File: src/hw/rtl/assert_macros.svh
// Assertion macros used by the top level of the escape counter.
`ifndef ASSERT_MACROS_SVH
`define ASSERT_MACROS_SVH

// Consequent must hold in the same cycle as the antecedent.
`define ASSERT_IMPLY(label, clk, rst, ante, cons, msg) \
   label: assert property (@(posedge clk) disable iff (rst) (ante) |-> (cons)) \
      else $error(msg);

// Consequent must hold in the cycle after the antecedent.
`define ASSERT_NEXT(label, clk, rst, ante, cons, msg) \
   label: assert property (@(posedge clk) disable iff (rst) (ante) |=> (cons)) \
      else $error(msg);

// Condition must hold on every clock edge out of reset.
`define ASSERT_ALWAYS(label, clk, rst, cond, msg) \
   label: assert property (@(posedge clk) disable iff (rst) (cond)) \
      else $error(msg);

`endif

File: src/hw/rtl/mbe_pkg.sv
// Shared types and constants of the escape counter.
package mbe_pkg;

   localparam int ITER_BITS     = 12;
   localparam int CSR_ADDR_BITS = 3;
   localparam int CSR_DATA_BITS = 32;

   // Register reset values, Q4.28 at the default coordinate width
   localparam logic signed [31:0]    X_MIN_RST    = -32'sd536870912;
   localparam logic signed [31:0]    Y_MIN_RST    = -32'sd300647711;
   localparam logic [31:0]           STEP_X_RST   = 32'd648129;
   localparam logic [31:0]           STEP_Y_RST   = 32'd587777;
   localparam logic [ITER_BITS-1:0]  MAX_ITER_RST = 12'd100;

   typedef enum logic [CSR_ADDR_BITS-1:0] {
      CSR_X_MIN    = 3'd0,
      CSR_Y_MIN    = 3'd1,
      CSR_STEP_X   = 3'd2,
      CSR_STEP_Y   = 3'd3,
      CSR_MAX_ITER = 3'd4
   } csr_reg_type;

   typedef enum logic [2:0] {
      ST_IDLE,
      ST_COORD,
      ST_MUL,
      ST_STEP,
      ST_DONE
   } state_type;

   // Controller to datapath commands
   typedef struct packed {
      logic capture;   // latch the pixel indices of an accepted request
      logic init;      // form c, clear z and the iteration count
      logic mult;      // register the three products of z
      logic step;      // advance z by one iteration
      logic emit;      // load the result register
   } cmd_type;

   // Datapath to controller status
   typedef struct packed {
      logic finish;    // point escaped or iteration limit reached
   } stat_type;

endpackage

File: src/hw/rtl/mbe_ctrl.sv
// Controller state machine of the escape counter.
module mbe_ctrl import mbe_pkg::*; (
   input  logic     clock,
   input  logic     reset,
   input  logic     req_tvalid,
   output logic     req_tready,
   output logic     rsp_tvalid,
   input  logic     rsp_tready,
   input  stat_type stat,
   output cmd_type  cmd
);

   state_type state_ff, state_in;
   logic      rsp_valid_ff, rsp_valid_in;
   logic      slot_free;

   // Result register can take a new result this cycle
   assign slot_free = !rsp_valid_ff || rsp_tready;

   // Next state
   always_comb begin
      state_in = state_ff;
      unique case (state_ff)
         ST_IDLE:  if (req_tvalid) state_in = ST_COORD;
         ST_COORD: state_in = ST_MUL;
         ST_MUL:   state_in = ST_STEP;
         ST_STEP:  state_in = stat.finish ? ST_DONE : ST_MUL;
         ST_DONE:  if (slot_free) state_in = ST_IDLE;
         default:  state_in = ST_IDLE;
      endcase
   end

   // Outputs and commands
   always_comb begin
      req_tready  = 1'b0;
      cmd         = '0;
      unique case (state_ff)
         ST_IDLE: begin
            req_tready  = 1'b1;
            cmd.capture = req_tvalid;
         end
         ST_COORD: cmd.init = 1'b1;
         ST_MUL:   cmd.mult = 1'b1;
         ST_STEP:  cmd.step = !stat.finish;
         ST_DONE:  cmd.emit = slot_free;
         default:  cmd      = '0;
      endcase
   end

   // Hold the result valid until taken
   always_comb begin
      rsp_valid_in = rsp_valid_ff;
      if (cmd.emit) begin
         rsp_valid_in = 1'b1;
      end else if (rsp_tready) begin
         rsp_valid_in = 1'b0;
      end
   end

   assign rsp_tvalid = rsp_valid_ff;

   always_ff @(posedge clock) begin
      if (reset) begin
         state_ff     <= ST_IDLE;
         rsp_valid_ff <= 1'b0;
      end else begin
         state_ff     <= state_in;
         rsp_valid_ff <= rsp_valid_in;
      end
   end

endmodule

File: config.mk
export PLATFORM = sky130hd
export DESIGN_NAME = mbe_ctrl
export DESIGN_NICKNAME = d
export VERILOG_FILES = /design/src/hw/rtl/assert_macros.svh /design/src/hw/rtl/mbe_pkg.sv /design/src/hw/rtl/mbe_ctrl.sv
export SDC_FILE = /design/constraint.sdc
export NUM_CORES = 1
export LEC_CHECK = 0
export ABC_AREA = 0
export BUFFER_PORTS_ARGS = -buffer_cell sky130_fd_sc_hd__buf_4
export CAP_MARGIN = 20
export CORE_AREA = 2 2 39 41
export DETAILED_ROUTE_END_ITERATION = 10
export DIE_AREA = 0 0 41 43
export GPL_TIMING_DRIVEN = 0
export PLACE_DENSITY = 0.34
export SLEW_MARGIN = 20
export SYNTH_ARGS = -nofsm -noshare
export SYNTH_HDL_FRONTEND = slang
export SYNTH_SLANG_ARGS = --single-unit
File: constraint.sdc
create_clock -name clock -period 1.8 [get_ports clock]
set_input_delay 0.27 -clock clock [delete_from_list [all_inputs] [get_ports clock]]
set_output_delay 0.27 -clock clock [all_outputs]
set_load 0.005 [all_outputs]
* Word level (Yosys, flattened, before mapping)
Index checks and enable logic that the tools add are counted.
Storage, ports and cells: bits of input ports 5, register bits 4, output and inout bits 7
Operators by class: mux-type cells 12, equal/unequal tests 6, reductions and logical operators 6
Operators by type and width (number):
- $pmux W3 S5 | 1
- $mux W3 | 3
- $mux W1 | 8
- $eq A3 B2 Y1 const B | 2
- $ne A2 B2 Y1 const B | 2
- $eq A3 B1 Y1 const B | 1
- $eq A3 B3 Y1 const B | 1
- $logic_not A3 Y1 | 1
- $logic_not A1 Y1 | 2
- $reduce_and A2 Y1 | 1
- $reduce_bool A2 Y1 | 1
- $logic_or A1 B1 Y1 | 1

* Longest topological paths before layout
Gate-level depths: netlist of the first run.
word-level depth 4, depth in mapped cells 4, depth with buffers taken out 2

* Least setup slack after synthesis of the first run
Ideal clock, no wire load.
kind flip-flop to output port, start reg state_ff[0], end out cmd[0] (netlist name), path buffers 2, arrival time 1014 ps, stages on the path, launching flop included 5, setup slack 516 ps, path through dfxtp_1 -> buf_2 -> or3b_4 -> nor2b_1 -> buf_4
RTL lines:
- from (decl) | line mbe_ctrl.sv:13 | state_type state_ff, state_in;
- from (signal assigned) | line mbe_ctrl.sv:67 | state_ff <= state_in;
- to (decl) | line mbe_ctrl.sv:10 | output cmd_type cmd

==> impl_metrics.json, run 1 <==
{
  "outcome": "completed",
  "yosysMostFrequentCell": "dfxtp_1",
  "finalCriticalPeriod_ns": 1.70,
  "dieArea_sq_um": 1760,
  "drc": 0,
  "stdcell_count": 53,
  "fin_crit_sh_pct": 94.5,
  "dpl_cell_area_sq_um": 317,
  "diodes": 0,
  "total_power_w": 0.000253,
  "worstPathArrival_ns": 1.43,
  "r2r_end": "rsp_tvalid",
  "async_flop_share_pct": 0,
  "ys_types": 17,
  "vias_per_cell": 3.98,
  "fin_nets": 44,
  "grt_max_degree": 10,
  "crit_end": "cmd[0]",
  "worstSetupPathType": "reg -> out",
  "syn_area_per_cell_sq_um": 9.30,
  "p_sw_share_pct": 23.0,
  "ctsRootBufferMaster": "clkbuf_4",
  "ios": 12,
  "dr.pass1.iters": 1,
  "synth_area_sq_um": 214,
  "yosys_warnings": 0,
  "cts.path.max_buffers": 2,
  "finalSetupTns_ns": 0,
  "hold_viol_final": 0,
  "clock_sinks": 4,
  "r2r_slack_ns": 0.72,
  "num_vias": 211,
  "switchingPower_w": 0.0000583,
  "tightestPinTransition_ns": 0.256,
  "grt_pass1_vias": 174,
  "cts_resized": 0,
  "ant_nets": 0,
  "initial_core_util_pct": 15.5,
  "cts_tree": "done",
  "worstSetupStartpointType": "flip-flop",
  "portBuffers": 11,
  "combPwrFrac_pct": 17.4,
  "final_area_sq_um": 339,
  "post-cts-setup-buffers": 0,
  "slew_viol_final": 0,
  "grt_pass1_wl_um": 772,
  "cp_max_fo": 8,
  "overflow": 0,
  "endpoint_kind": "output pin",
  "dp_cells": 50,
  "synth_seq_cells": 4,
  "fin_worst_skew_ns": 0.00285,
  "holdWs_ns": 0.229,
  "synth_edf_count": 0,
  "die_h_um": 43,
  "h-tree-depth": 1,
  "ys_top_cells_by_area": "dfxtp_1, nor3b_1, and4bb_2",
  "rr_worst_depth": 2,
  "crit_required_ns": 1.53,
  "rows": 14,
  "wl_per_cell_um": 8.96,
  "netlist_top_cells_count": "dfxtp_1, nor2_1, nor3b_1, nor4_1",
  "synth_fp_nets": 28,
  "gp_congestion": 0.699,
  "seq_area_frac_synth_pct": 37.4,
  "cts_buffers": 3,
  "worstSkewPairLatency_ns": 0.23,
  "p_int_w": 0.000195,
  "syn-instance-count": 23,
  "antenna_found_initial": 0,
  "pwr-share-clk_pct": 43.7,
  "drtIter0Drc": 0,
  "r2r-start": "state_ff[2]",
  "relSlewSlack_pct": 82.9,
  "yosysTopAreaCell": "dfxtp_1",
  "pwr-share-seq_pct": 38.9,
  "setup_viol": 0,
  "holdBufCountCts": 0,
  "synth_top_area_share_pct": 37.4,
  "max_freq_mhz": 588,
  "syn_to_final_growth_pct": 58.5,
  "wl_um": 475,
  "powerDensity_nw_per_um2": 747,
  "coreArea_sq_um": 1380,
  "drive_gt1_share_pct": 54.1,
  "die-width_um": 41,
  "startpoint": "state_ff[2]",
  "grt_setup_unrepaired": "no",
  "synth_top_flop_cell": "dfxtp_1",
  "ir_worst_vdd_mv": 0.193,
  "leakagePower_nw": 0.147,
  "clkTransAtPathRegs_ns": 0.04,
  "grt_usage_pct": 6.42,
  "hold_path_class": "in -> reg",
  "maxCapViolations": 0
}
-- sequential cells by signal, summed over array words and instances, names as in the netlist --
register	cells
state_ff	3
rsp_tvalid	1
-- worst min-delay path by stage --
stage,startpoint,to,slack (ns),cells after the start
4_1_cts,reset,rsp_tvalid,0.22,2
3_3_place_gp,reset,rsp_tvalid,0.47,2
5_1_grt,reset,rsp_tvalid,0.22,2
6_report,reset,rsp_tvalid,0.23,2
3_5_place_dp,reset,rsp_tvalid,0.47,2
2_1_floorplan,reset,rsp_tvalid,0.33,1
-- cell type report --
| class | count | area, sq um |
|---|---|---|
| Fill cell | 167 | 1040 |
| Multi-Input combinational cell | 17 | 121 |
| Timing Repair Buffer | 11 | 82.6 |
| Sequential cell | 4 | 80.1 |
| Clock buffer | 3 | 22.5 |
| Tap cell | 16 | 20.0 |
| Buffer | 2 | 12.5 |
-- kinds of logic after synthesis --
family                 after synthesis  share of synthesized area [%]
AND/OR/NAND/NOR                     15                           49.7
flip-flops                           4                           37.4
AO/OA/AOI/OAI                        2                           7.02
buffers and inverters                2                           5.85
-- metal layers --
| metal | vias up | GRT usage, % | share of wire, % |
|---|---|---|---|
| li1 | 113 | - | - |
| met1 | 89 | 9.94 | 47 |
| met2 | 7 | 7.50 | 45 |
| met3 | 2 | 0 | 4.4 |
| met4 | 0 | 6.00 | 3.6 |
| met5 | - | 0 | 0 |
-- critical path, cell delays in order, from the launching register on --
cell     delay [ns]
dfxtp_1        0.45
or3b_4         0.44
nor2b_1        0.12
buf_4          0.11
buf_4          0.09
-- placed cells by master (no fill, tap or decap) --
master,Yosys,final
nor4_1,2,2
nor2b_1,1,1
nand4b_1,1,1
buf_2,1,1
nor3_1,1,1
buf_4,1,12
dfxtp_1,4,4
or3b_2,1,1
nor3b_1,2,2
nor2_1,2,2
and3_1,1,1
clkbuf_4,0,3
o22ai_1,1,1
nand2b_1,1,1
and2_1,1,1
and4bb_2,1,1
a21oi_2,1,1
or3b_4,1,1
-- power groups by stage --
stage / sequential [W] / combinational (W) / clock [W]
final: 0.0000987 / 0.0000441 / 0.000111
after global routing: 0.0000994 / 0.0000500 / 0.000122
after CTS: 0.0000988 / 0.0000449 / 0.000116
after detailed placement: 0.000100 / 0.0000449 / 0
after global placement: 0.000100 / 0.0000446 / 0
after floorplan: 0.0000986 / 0.0000191 / 0
-- metrics by stage --
stage	setup slack [ns]	util, %
after global placement	0.357	22.9
after global routing	0.0185	24.5
after detailed placement	0.363	22.9
after CTS	0.0982	24.5
final	0.0999	24.5
after floorplan	0.516	-
Note: power is estimated with default switching activity, not from simulation.
==> run 2, diff against run 1 <==
Settings changed: PLACE_DENSITY 0.34 to default, PLACE_DENSITY_LB_ADDON from default to 0.08.
Clock period 1.8 ns to 1.7 ns, I/O delays scaled along.
==> run 2 against run 1 <==
Sequential power is 5% higher. Critical path depth grew 1. Sequential share of layout area increased by 0.28 points. First-iteration DRC count did not move. Clock power up 5%. Global-route usage increased by 0.10 points.
==> impl_metrics.json, run 2 (synthesized netlist as in run 1, its figures left out) <==
{
  "outcome": "completed",
  "dpl_cell_area_sq_um": 317,
  "num_vias": 221,
  "cpMaxStageDelayCell": "or3b_4",
  "regMostFlops": "state_ff",
  "wl_um": 498,
  "finalCriticalPeriod_ns": 1.64,
  "critPathMaxStageDelay_ns": 0.40,
  "crit_required_ns": 1.44,
  "drc": 0,
  "worstSetupStartpointType": "flip-flop",
  "rows": 14,
  "min_from": "reset",
  "ir_worst_vdd_mv": 0.266,
  "startpoint": "state_ff[0]",
  "cp_cell_sequence": "buf_2 > or3b_4 > nor2b_1 > buf_4 > buf_4",
  "worstPathArrival_ns": 1.38,
  "antenna_found_initial": 0,
  "wl_per_cell_um": 9.40,
  "fin_util_pct": 24.6,
  "ios": 12,
  "final_area_sq_um": 340,
  "die_h_um": 43,
  "relSlewSlack_pct": 83.9,
  "dr.pass1.iters": 1,
  "setup_viol": 0,
  "worstSetupPathType": "reg -> out",
  "cp_common_cell": "buf_4",
  "initial_core_util_pct": 15.5,
  "portBuffers": 11,
  "cts_tree": "done",
  "slew_viol_final": 0,
  "dieArea_sq_um": 1760,
  "largest_reg_flops": 3,
  "cts_buffers": 3,
  "clkTransAtPathRegs_ns": 0.04,
  "worstSkewPairLatency_ns": 0.23,
  "finalSetupTns_ns": 0,
  "fin_worst_skew_ns": 0.000585,
  "layout_common_cells": "buf_4, clkbuf_4, dfxtp_1",
  "grt_usage_pct": 6.52,
  "diodes": 0,
  "grt_pass1_wl_um": 696,
  "fin_nets": 44,
  "max_freq_mhz": 611,
  "r2r-start": "state_ff[0]",
  "h-tree-depth": 1,
  "vias_per_cell": 4.17,
  "grt_pass1_vias": 177,
  "hold_path_class": "in -> reg",
  "grt_setup_unrepaired": "no",
  "n_fill_cell": 160,
  "cp_max_fo": 9,
  "grt_max_degree": 10,
  "endpoint_kind": "output pin",
  "fin_crit_sh_pct": 96.2,
  "tightestPinTransition_ns": 0.240,
  "holdWs_ns": 0.211,
  "hold_viol_final": 0,
  "maxCapViolations": 0,
  "ant_nets": 0,
  "powerDensity_nw_per_um2": 788,
  "overflow": 0,
  "cts.path.max_buffers": 2,
  "drtIter0Drc": 0,
  "drive_gt1_share_pct": 56.8,
  "die-width_um": 41,
  "leakagePower_nw": 0.148,
  "clock_sinks": 4,
  "ctsRootBufferMaster": "clkbuf_4",
  "syn_to_final_growth_pct": 59.1,
  "total_power_w": 0.000268,
  "coreArea_sq_um": 1380,
  "gp_congestion": 0.600,
  "final_common_cell": "buf_4"
}
run 2: cell counts in the layout (fill, tap and decap cells not counted):
No cell type changed its count.
run 2: path summary, 6_finish.rpt:
check | to | slack, ns | cells past startpoint
max | cmd[0] | 0.06 | 5
min | rsp_tvalid | 0.21 | 2
max reg2reg | rsp_tvalid | 0.67 | 3
min reg2reg | state_ff[1] | 0.49 | 1
run 2: timing repair:
| action | 4_1_cts | 5_1_grt |
|---|---|---|
| endpoints found under the setup margin | 0 | 1 |
| gates resized for setup | 0 | 1 |
| setup buffers | 0 | 0 |
| hold buffers | 0 | 0 |
| hold endpoints to repair | 0 | 0 |
run 2: worst max-delay path, delay by kind of cell, from the launching register on:
kind	cells	cell delay, ns
simple gates	2	0.52
flops	1	0.28
buf+inv	3	0.35
run 2: area by class of cell:
class / count / area [sq um] / share of cell area, %
sequential: 4 / 81.3 / 23.9
clock buffer: 3 / 22.5 / 6.62
tap: 16 / 20.0 / 5.88
multi-input combinational: 17 / 121 / 35.7
timing repair buffer: 11 / 82.6 / 24.3
buffer: 2 / 12.5 / 3.68
run 2: power breakdown:
part	internal (W)	leakage [nW]	switching [W]	total [W]
clock	0.0000789	0.0138	0.0000378	0.000117
combinational	0.0000287	0.101	0.0000187	0.0000474
sequential	0.0000991	0.0332	0.00000516	0.000104
run 2: per-stage QoR:
| stage | setup WS [ns] | cells |
|---|---|---|
| 2_1_floorplan | 0.431 | 23 |
| 3_3_place_gp | 0.278 | 50 |
| 3_5_place_dp | 0.279 | 50 |
| 4_1_cts | 0.0208 | 53 |
| 5_1_grt | 0.00519 | 53 |
| 6_report | 0.0645 | 53 |
run 2: layer usage:
layer	GRT usage [%]	share of wire, %	vias up
met5	0	0	-
met4	8.00	3.0	0
met3	3.14	11	2
met2	7.50	44	10
met1	7.37	41	96
li1	-	-	113
==> run 3, diff against run 2 <==
Settings changed: REMOVE_ABC_BUFFERS from default to 1, SETUP_SLACK_MARGIN from default to 0.3.
==> run 3 against run 2 <==
Core utilization increased by 4.6 points. Global-route usage increased by 1.7 points. Non-clock buffer count increased by 5. Critical path depth decreased by 2. Combinational power increased by 37%. Largest cell class unchanged.
==> impl_metrics.json, run 3 (synthesized netlist as in run 1, its figures left out) <==
{
  "dieArea_sq_um": 1760,
  "diodes": 0,
  "ctsRootBufferMaster": "clkbuf_4",
  "setup_viol": 0,
  "clock_sinks": 4,
  "regMostFlops": "state_ff",
  "h-tree-depth": 1,
  "total_power_w": 0.000285,
  "outcome": "completed",
  "relSlewSlack_pct": 86.7,
  "syn_to_final_growth_pct": 88.9,
  "fin_nets": 49,
  "clkTransAtPathRegs_ns": 0.04,
  "leakagePower_nw": 0.180,
  "finalSetupTns_ns": 0,
  "wl_um": 595,
  "die_h_um": 43,
  "gp_congestion": 0.617,
  "initial_core_util_pct": 15.5,
  "final_common_cell": "buf_4",
  "worstSetupStartpointType": "flip-flop",
  "num_vias": 252,
  "n_fill_cell": 156,
  "cts_buffers": 3,
  "die-width_um": 41,
  "holdBufCountCts": 0,
  "layout_common_cells": "buf_4, clkbuf_4, dfxtp_4",
  "finalCriticalPeriod_ns": 1.44,
  "coreArea_sq_um": 1380,
  "hold_viol_final": 0,
  "grt_max_degree": 6,
  "crit_required_ns": 1.44,
  "drive_gt1_share_pct": 71.4,
  "grt_pass1_vias": 256,
  "powerDensity_nw_per_um2": 705,
  "ir_worst_vdd_mv": 0.248,
  "ant_nets": 0,
  "worstSkewPairLatency_ns": 0.23,
  "drtIter0Drc": 7,
  "grt_pass1_wl_um": 966,
  "ios": 12,
  "tightestPinTransition_ns": 0.198,
  "antenna_found_initial": 0,
  "cts_tree": "done",
  "worstSetupPathType": "reg -> out",
  "portBuffers": 11,
  "hold_path_class": "in -> reg",
  "dr.pass1.iters": 4,
  "drc": 0,
  "slew_viol_final": 0,
  "max_freq_mhz": 695,
  "vias_per_cell": 4.34,
  "overflow": 0,
  "rows": 14,
  "fin_crit_sh_pct": 84.7,
  "hold_depth": 2,
  "endpoint_kind": "output pin",
  "grt_setup_unrepaired": "yes",
  "wl_per_cell_um": 10.3,
  "cp_max_fo": 2,
  "rr_worst_depth": 3,
  "largest_reg_flops": 3,
  "fin_worst_skew_ns": 0.00308,
  "grt_usage_pct": 8.24,
  "post-dp-hpwl_um": 387,
  "cts.path.max_buffers": 2,
  "maxCapViolations": 0,
  "worstPathArrival_ns": 1.18
}
[run 3: cell count changes in the layout (fill, tap and decap cells not counted)]
cell     previous run  this run
nor3_1              1         0
buf_2               1         0
buf_4              12        18
dfxtp_1             3         1
nor2b_2             0         1
dfxtp_4             0         3
nor3_4              0         1
nor2b_1             1         0
dfxtp_2             1         0
[run 3: per-layer routing]
metal | vias up | track usage (%) | wire, um
met5 | - | 0 | 0
met4 | 0 | 6.00 | 0
met3 | 0 | 3.14 | 26
met2 | 7 | 13.4 | 363
met1 | 122 | 7.74 | 206
li1 | 123 | - | -
[run 3: critical path: stages, from the launching register on]
cell and delay [ns]:
dfxtp_4 0.33, or3b_4 0.40, nor2b_2 0.11, buf_4 0.11
[run 3: cell type report]
type | count | area (sq um) | area share, %
well taps | 16 | 20.0 | 4.95
multi-input cells | 17 | 135 | 33.4
flip-flops and latches | 4 | 91.3 | 22.6
repair buffers | 18 | 135 | 33.4
clock buffers | 3 | 22.5 | 5.57
[run 3: path summary, 6_finish.rpt]
check        slack [ns]   startpoint          end
max                0.26  state_ff[0]       cmd[0]
min                0.21        reset   rsp_tvalid
min reg2reg        0.52   rsp_tvalid   rsp_tvalid
max reg2reg        0.63  state_ff[0]  state_ff[2]
[run 3: through the flow]
step | setup WS (ns) | instances | hold WS, ns | utilization (%) | area [sq um]
after floorplan | 0.514 | 21 | 0.317 | - | 201
after global placement | 0.358 | 48 | 0.455 | 22.0 | 304
after detailed placement | 0.341 | 48 | 0.455 | 22.0 | 304
after CTS | 0.224 | 58 | 0.206 | 28.2 | 390
after global routing | 0.214 | 58 | 0.211 | 29.2 | 404
final | 0.260 | 58 | 0.212 | 29.2 | 404
[run 3: repair_timing]
item / in CTS / in global routing
resized for setup: 6 / 3
gates cloned: 0 / 0
setup buffers: 7 / 0
setup endpoints to repair: 1 / 3
pin swaps: 0 / 1
[run 3: report_power, final]
part	internal (W)	total, W	switching [W]
clock network	0.0000791	0.000119	0.0000400
registers	0.0000975	0.000101	0.00000325
logic	0.0000403	0.0000649	0.0000247
